<file path="src/rtl/core/tkst_pkg.sv">
// Package for the time-keyed sorted table: sizes, codes and word types.
`timescale 1ns / 1ps

package tkst_pkg;

  localparam int CAPACITY = 64;
  localparam int ID_BITS  = 16;
  localparam int CNT_W    = $clog2(CAPACITY + 1);

  localparam logic [1:0] CMD_INSERT = 2'd0;
  localparam logic [1:0] CMD_CANCEL = 2'd1;
  localparam logic [1:0] CMD_STATUS = 2'd2;

  localparam logic [1:0] ST_OK        = 2'd0;
  localparam logic [1:0] ST_NOT_FOUND = 2'd1;
  localparam logic [1:0] ST_FULL      = 2'd2;
  localparam logic [1:0] ST_BAD_TIME  = 2'd3;

  localparam logic [4:0] MAX_HOUR = 5'd23;
  localparam logic [5:0] MAX_MS   = 6'd59;

  typedef enum logic {
    S_IDLE,
    S_EXEC
  } fsm_t;

  typedef struct packed {
    logic [1:0]  cmd;
    logic [15:0] flight_id;
    logic [4:0]  eta_hour;
    logic [5:0]  eta_min;
    logic [5:0]  eta_sec;
  } in_word_t;

  typedef struct packed {
    logic [1:0] status;
    logic [4:0] found_hour;
    logic [5:0] found_min;
    logic [5:0] found_sec;
    logic [6:0] held_count;
  } out_word_t;

  typedef struct packed {
    logic [ID_BITS-1:0] id;
    logic [4:0]         hour;
    logic [5:0]         min;
    logic [5:0]         sec;
  } entry_t;

  // Broadcast from the controller to every cell.
  typedef struct packed {
    logic   insert;
    logic   remove;
    entry_t key;
  } cell_ctrl_t;

endpackage

</file>
<file path="src/rtl/core/tkst_cell.sv">
// One slot of the sorted chain: compare against the broadcast key and shift.
`timescale 1ns / 1ps

module tkst_cell (
  input  logic                clk,
  input  logic                occupied,
  input  tkst_pkg::cell_ctrl_t ctrl,
  input  tkst_pkg::entry_t    left_ent,
  input  logic                left_gt,
  input  logic                left_seen,
  input  tkst_pkg::entry_t    left_found,
  input  tkst_pkg::entry_t    right_ent,
  output tkst_pkg::entry_t    ent,
  output logic                gt,
  output logic                seen,
  output tkst_pkg::entry_t    found
);
  import tkst_pkg::*;

  entry_t ent_r;
  entry_t ent_nxt;
  logic   match;

  assign ent = ent_r;

  // Empty slots sort after everything, so the insert point is the first gt.
  assign gt = !occupied ||
              ({ent_r.hour, ent_r.min, ent_r.sec} >
               {ctrl.key.hour, ctrl.key.min, ctrl.key.sec});

  assign match = occupied && (ent_r.id == ctrl.key.id);
  assign seen  = left_seen || match;

  // Carry the first matching entry down the chain.
  assign found = left_seen ? left_found : (match ? ent_r : '0);

  always_comb begin
    ent_nxt = ent_r;
    if (ctrl.insert && gt) begin
      ent_nxt = left_gt ? left_ent : ctrl.key;
    end else if (ctrl.remove && seen) begin
      ent_nxt = right_ent;
    end
  end

  always_ff @(posedge clk) begin
    ent_r <= ent_nxt;
  end

endmodule

</file>
<file path="config.mk">
export PLATFORM = sky130hd
export DESIGN_NAME = tkst_cell
export DESIGN_NICKNAME = d
export VERILOG_FILES = /design/src/rtl/core/tkst_pkg.sv /design/src/rtl/core/tkst_cell.sv
export SDC_FILE = /design/constraint.sdc
export NUM_CORES = 1
export LEC_CHECK = 0
export BUFFER_PORTS_ARGS = -buffer_cell sky130_fd_sc_hd__buf_2
export CORE_ASPECT_RATIO = 1.25
export CORE_MARGIN = 3
export CORE_UTILIZATION = 42
export DETAILED_ROUTE_END_ITERATION = 10
export PLACE_DENSITY_LB_ADDON = 0.15
export SLEW_MARGIN = 20
export SYNTH_ARGS = -nofsm -noshare
export SYNTH_HDL_FRONTEND = slang
export SYNTH_SLANG_ARGS = --single-unit
</file>
<file path="constraint.sdc">
create_clock -name clk -period 4.6 [get_ports clk]
set_clock_uncertainty 0.2 [all_clocks]
set_input_delay 1.15 -clock clk [delete_from_list [all_inputs] [get_ports clk]]
set_output_delay 1.15 -clock clk [all_outputs]
set_load 0.02 [all_outputs]
</file>
# Yosys cells after proc, flatten, opt, wreduce, memory -nomap -nowiden
# Cells that the tools add are included.
word_totals:
  ff_bits: 33
  output_inout_bits: 68
classes:
  magnitude_cmp: 1
  eq_ne: 1
  n_mux: 5
  reduce_logical: 7
ops:
  columns: ["operator", "n"]
  rows:
  - ["33-bit two-way mux", 5]
  - ["17-bit > comparator", 1]
  - ["16-bit equality test", 1]
  - ["1-bit logical AND", 3]
  - ["1-bit logical OR", 2]
  - ["2-bit nonzero test", 1]
  - ["1-bit logical NOT", 1]

# Longest topological paths before layout
logic_depth:
  depth_word: 6
  mapped_depth: 8
  depth_no_buf: 7

# Worst setup path after synthesis
# Ideal clock, no wire load.
synth_path:
  path_type: "in2out"
  start: "input ctrl[16] in the netlist's numbering"
  end: "output gt"
  t_arrival_ns: 3.102
  required_time_ns: 3.250
  path_slack_ns: 0.148
  cell_stages: 7
  path_buffers: 0
  path_cell_list: "inv_1 > ha_1 > nand4_2 > or4_4 > a31o_2 > and3_2 > o21ai_0"
synth_via:
  elab_chain_len: 2
synth_rtl:
  columns: ["item", "line_no", "text"]
  rows:
  - ["start: declaration", "tkst_cell.sv:7", "input tkst_pkg::cell_ctrl_t ctrl,"]
  - ["17-bit > comparator", "tkst_cell.sv:28", "({ent_r.hour, ent_r.min, ent_r.sec} >"]
  - ["1-bit logical OR", "tkst_cell.sv:27", "assign gt = !occupied ||"]
  - ["end: declaration", "tkst_cell.sv:14", "output logic gt,"]
# No other way between the ends.

# Final worst setup path
# Same ends and word-level chain as after synthesis.

==> run summary <==
=================================================================================
Commonest register cell after synthesis ............................ sky130_fd_sc_hd__edfxtp_1
Adder-cell share of the synthesized area ...........................      0.07437
Capturing element type of the critical path ........................   output pin
ANT nets after route ...............................................            0
Post-layout min period .............................................     4.468 ns
Number of buffers inserted during clock tree synthesis .............            5
Fraction of synthesis flops using an asynchronous set or reset pin .            0
Setup TNS ..........................................................         0 ns
CP Launch Point ....................................................     ctrl[16]
Launch point of the worst hold path ................................ right_ent[6]
Cell type with the highest occurrence count on the critical path ... sky130_fd_sc_hd__buf_2
Die outline area ...................................................     7843 um2
GRT Residual Overflow ..............................................            0
Number of antenna violations at the first check in global routing ..            0
Post-cts sizing count ..............................................            0
Synth Area in Compound Gates .......................................       0.1741
Area share of the leading cell type in the synthesized netlist .....       0.3465
Area of the placeable core .........................................     6565 um2
Estimated wirelength of the detail-placed design ...................      6934 um
Power density relative to cell area ................................ 251.6 nW/um2
Initial core utilization ...........................................       0.4357
Worst Hold Path EP ................................................. ent[6]$_DFFE_PP_
Pins Over Slew Limit ...............................................            0
Commonest cells post-synth ......................................... sky130_fd_sc_hd__a22o_1 (33), sky130_fd_sc_hd__edfxtp_1 (33), sky130_fd_sc_hd__mux2_4 (29), sky130_fd_sc_hd__nand2_1 (22), sky130_fd_sc_hd__mux2_2 (21)
CTS clk-pin slew, worst paths ......................................      0.07 ns
Largest area contributor in the netlist ............................ sky130_fd_sc_hd__edfxtp_1
Combinational family with the most area after synthesis ............ multiplexers
Category of the critical setup timing path .........................       in2out
DR DRC count .......................................................            0
RR Endpoint ........................................................ ent[0]$_DFFE_PP_
Switching part of the total power ..................................       0.3327
Relative area change from synthesis to final layout ................       42.04%
All-layer global routing usage .....................................       0.2202
Maximum net fanout on the critical path ............................            3
Netlist Area Pre-Place .............................................     2860 um2
Yosys cell types ...................................................           32
Unrepaired setup endpoints after global routing ....................        false
Clock Latency Late Sink ............................................      0.28 ns
Startpoint types ...................................................    input pin
Part of the power in registers .....................................        0.404
Critical Path Slowest Stage Cell ................................... sky130_fd_sc_hd__or4_4
Count of flip-flops with a built-in enable after synthesis .........           33
H-tree depth .......................................................            2
Via-per-instance ratio .............................................        5.174
Count of pins on the block boundary ................................          206
Yosys warning count ................................................            0
Switching power ....................................................    0.3401 mW
Fraction of power consumed by combinational cells ..................        0.391
Worst-case vdd ir drop .............................................    0.1284 mV
Synthesized-area fraction occupied by xor and xnor cells ...........      0.04899
Endpoint required time on the critical path ........................      3.25 ns
Final Cell Area ....................................................     4063 um2
Sequential cell area fraction in the yosys report ..................       0.3465
Chip Width .........................................................     79.81 um
Relative contribution of the clock network to total power ..........        0.205
Max Clk Rate .......................................................    223.8 MHz
Count of hold buffers inserted by post-cts repair ..................            0
Fraction of final layout cells with drive strength greater than 1 ..       0.5926
First-pass GRT wire length .........................................     13570 um
Number of vias after detailed routing ..............................         2825
Maximum number of pins on one net before global-route repair .......           50
Crit path arrival time .............................................      3.12 ns
Launching point of the worst reg2reg path .......................... ent[15]$_DFFE_PP_
TritonCTS clock tree ...............................................         done
Standby leakage power ..............................................     2.062 nW
Status .............................................................    completed
Total Wirelength ...................................................      8786 um
Placed Instance Area ...............................................     3983 um2
Max-Cap Viols ......................................................            0
Number of rows created at floorplan ................................           33
PortBufs ...........................................................          205
Internal power summed over all cells ...............................    0.6820 mW
Headroom to the max-slew limit .....................................       0.3959
Count of endpoints failing hold in the final timing report .........            0
Global placer's final weighted congestion ..........................       0.7713
Mean Syn Cell Area .................................................    11.22 um2
Flip-flop and latch count after synthesis ..........................           33
DRC violation total after the first TritonRoute iteration ..........          111
Final setup fails ..................................................            0
Syn nets ...........................................................          410
Nets ...............................................................          613
Master cell of the clock root buffer ............................... sky130_fd_sc_hd__clkbuf_8
FF-to-FF setup slack ...............................................      1.35 ns
Pin slew with the least headroom to its limit ......................    0.9061 ns
Worst path max stage delay .........................................      0.57 ns
Buffer levels on the longest clock path ............................            2
Largest register FFs ...............................................           33
Count of TritonRoute iterations in the first routing pass ..........            4
Cells on worst reg2reg path ........................................            7
Buffer count from post-CTS setup fixing ............................            0
Cell-by-cell trace of the critical path ............................ buf_2 -> inv_1 -> ha_1 -> nand4_2 -> or4_4 -> a31o_2 -> and3_2 -> o21ai_0 -> buf_2
Post-route worst hold slack ........................................    0.9698 ns
Multiplexer share of the synthesized area ..........................       0.2349
Detailed-route wire length per cell ................................     16.09 um
Number of instances on the worst hold path .........................            2
Worst min path class ...............................................       in2reg
Ant. Diodes ........................................................            0
Number of clock sinks ..............................................           33
Simple-gate share of the synthesized area ..........................      0.06868
Number of global-route vias before repair ..........................         2832
Number of cells produced by synthesis ..............................          255
Cell types occupying the most area after synthesis ................. sky130_fd_sc_hd__edfxtp_1 (35%), sky130_fd_sc_hd__mux2_4 (15%), sky130_fd_sc_hd__a22o_1 (10%), sky130_fd_sc_hd__mux2_2 (8.3%), sky130_fd_sc_hd__ha_1 (7.4%)
Share of the clock period used by the worst path after layout ......       0.9714
Vertical die dimension .............................................     98.27 um
=================================================================================
[cell usage in the layout, fill, tap and decap left out, drive strengths merged, types with 4 or more instances in the layout]
cell and count:
a21oi 6, a22o 33, buf 211, clkbuf 8
edfxtp 33, ha 17, inv 19, mux2 50
nand2 22, nor2 4, o21ai 19, xnor2 8
xor2 8
[power groups by stage]
stage | combinational [mW] | sequential, mW | clock, mW
after floorplan | 0.213 | 0.456 | 0
after global placement | 0.397 | 0.418 | 0
after global routing | 0.436 | 0.419 | 0.231
after detailed placement | 0.403 | 0.419 | 0
final | 0.399 | 0.413 | 0.210
after CTS | 0.405 | 0.413 | 0.219
[critical path, delay by kind of cell]
| family | cells | cell delay (ns) |
|---|---|---|
| buf+inv | 3 | 0.31 |
| compound gates | 2 | 0.43 |
| simple gates | 3 | 0.91 |
| fa+ha+maj | 1 | 0.32 |
[cell type report]
type / instances / area, um2
fill: 582 / 2502
clock buffer: 8 / 80.08
tap: 87 / 108.9
inverter: 19 / 71.32
timing repair buffer: 211 / 1084
sequential: 33 / 991.0
multi-input combinational: 188 / 1728
[logic make-up (layout without fill, tap and decap cells)]
logic type / Yosys count / after routing
multiplexers: 50 / 50
XOR/XNOR: 16 / 16
AO/OA/AOI/OAI: 66 / 66
buffers and inverters: 34 / 238
flip-flops: 33 / 33
AND/OR/NAND/NOR: 39 / 39
adder cells (fa/ha/maj): 17 / 17
[metrics by stage]
stage            util  power (mW)  std cells  worst slack [ns]
6_report       0.6188       1.022        546            0.1316
5_1_grt        0.6188       1.085        546          0.005519
4_1_cts        0.6188       1.037        546            0.1229
3_5_place_dp   0.6066      0.8225        538            0.1459
3_3_place_gp   0.6066      0.8152        538            0.1777
2_1_floorplan       -      0.6689        255            0.1479
[worst max path at each step]
stage / endpoint / slack, ns
CTS: gt / 0.12
finish: gt / 0.13
global route: gt / 0.006
floorplan: gt / 0.15
detailed placement: gt / 0.15
global placement: gt / 0.18
[per-layer routing]
| metal | share of wire | vias up | wire, um | GRT usage |
|---|---|---|---|---|
| met3 | 0.082 | 4 | 722 | 0.03875 |
| met4 | 0.0065 | 0 | 57 | 0.03771 |
| met5 | 0 | - | 0 | 0 |
| met2 | 0.53 | 131 | 4680 | 0.4199 |
| met1 | 0.38 | 1324 | 3325 | 0.2551 |
| li1 | - | 1366 | - | - |
Note: power is estimated with default switching activity, not from simulation.
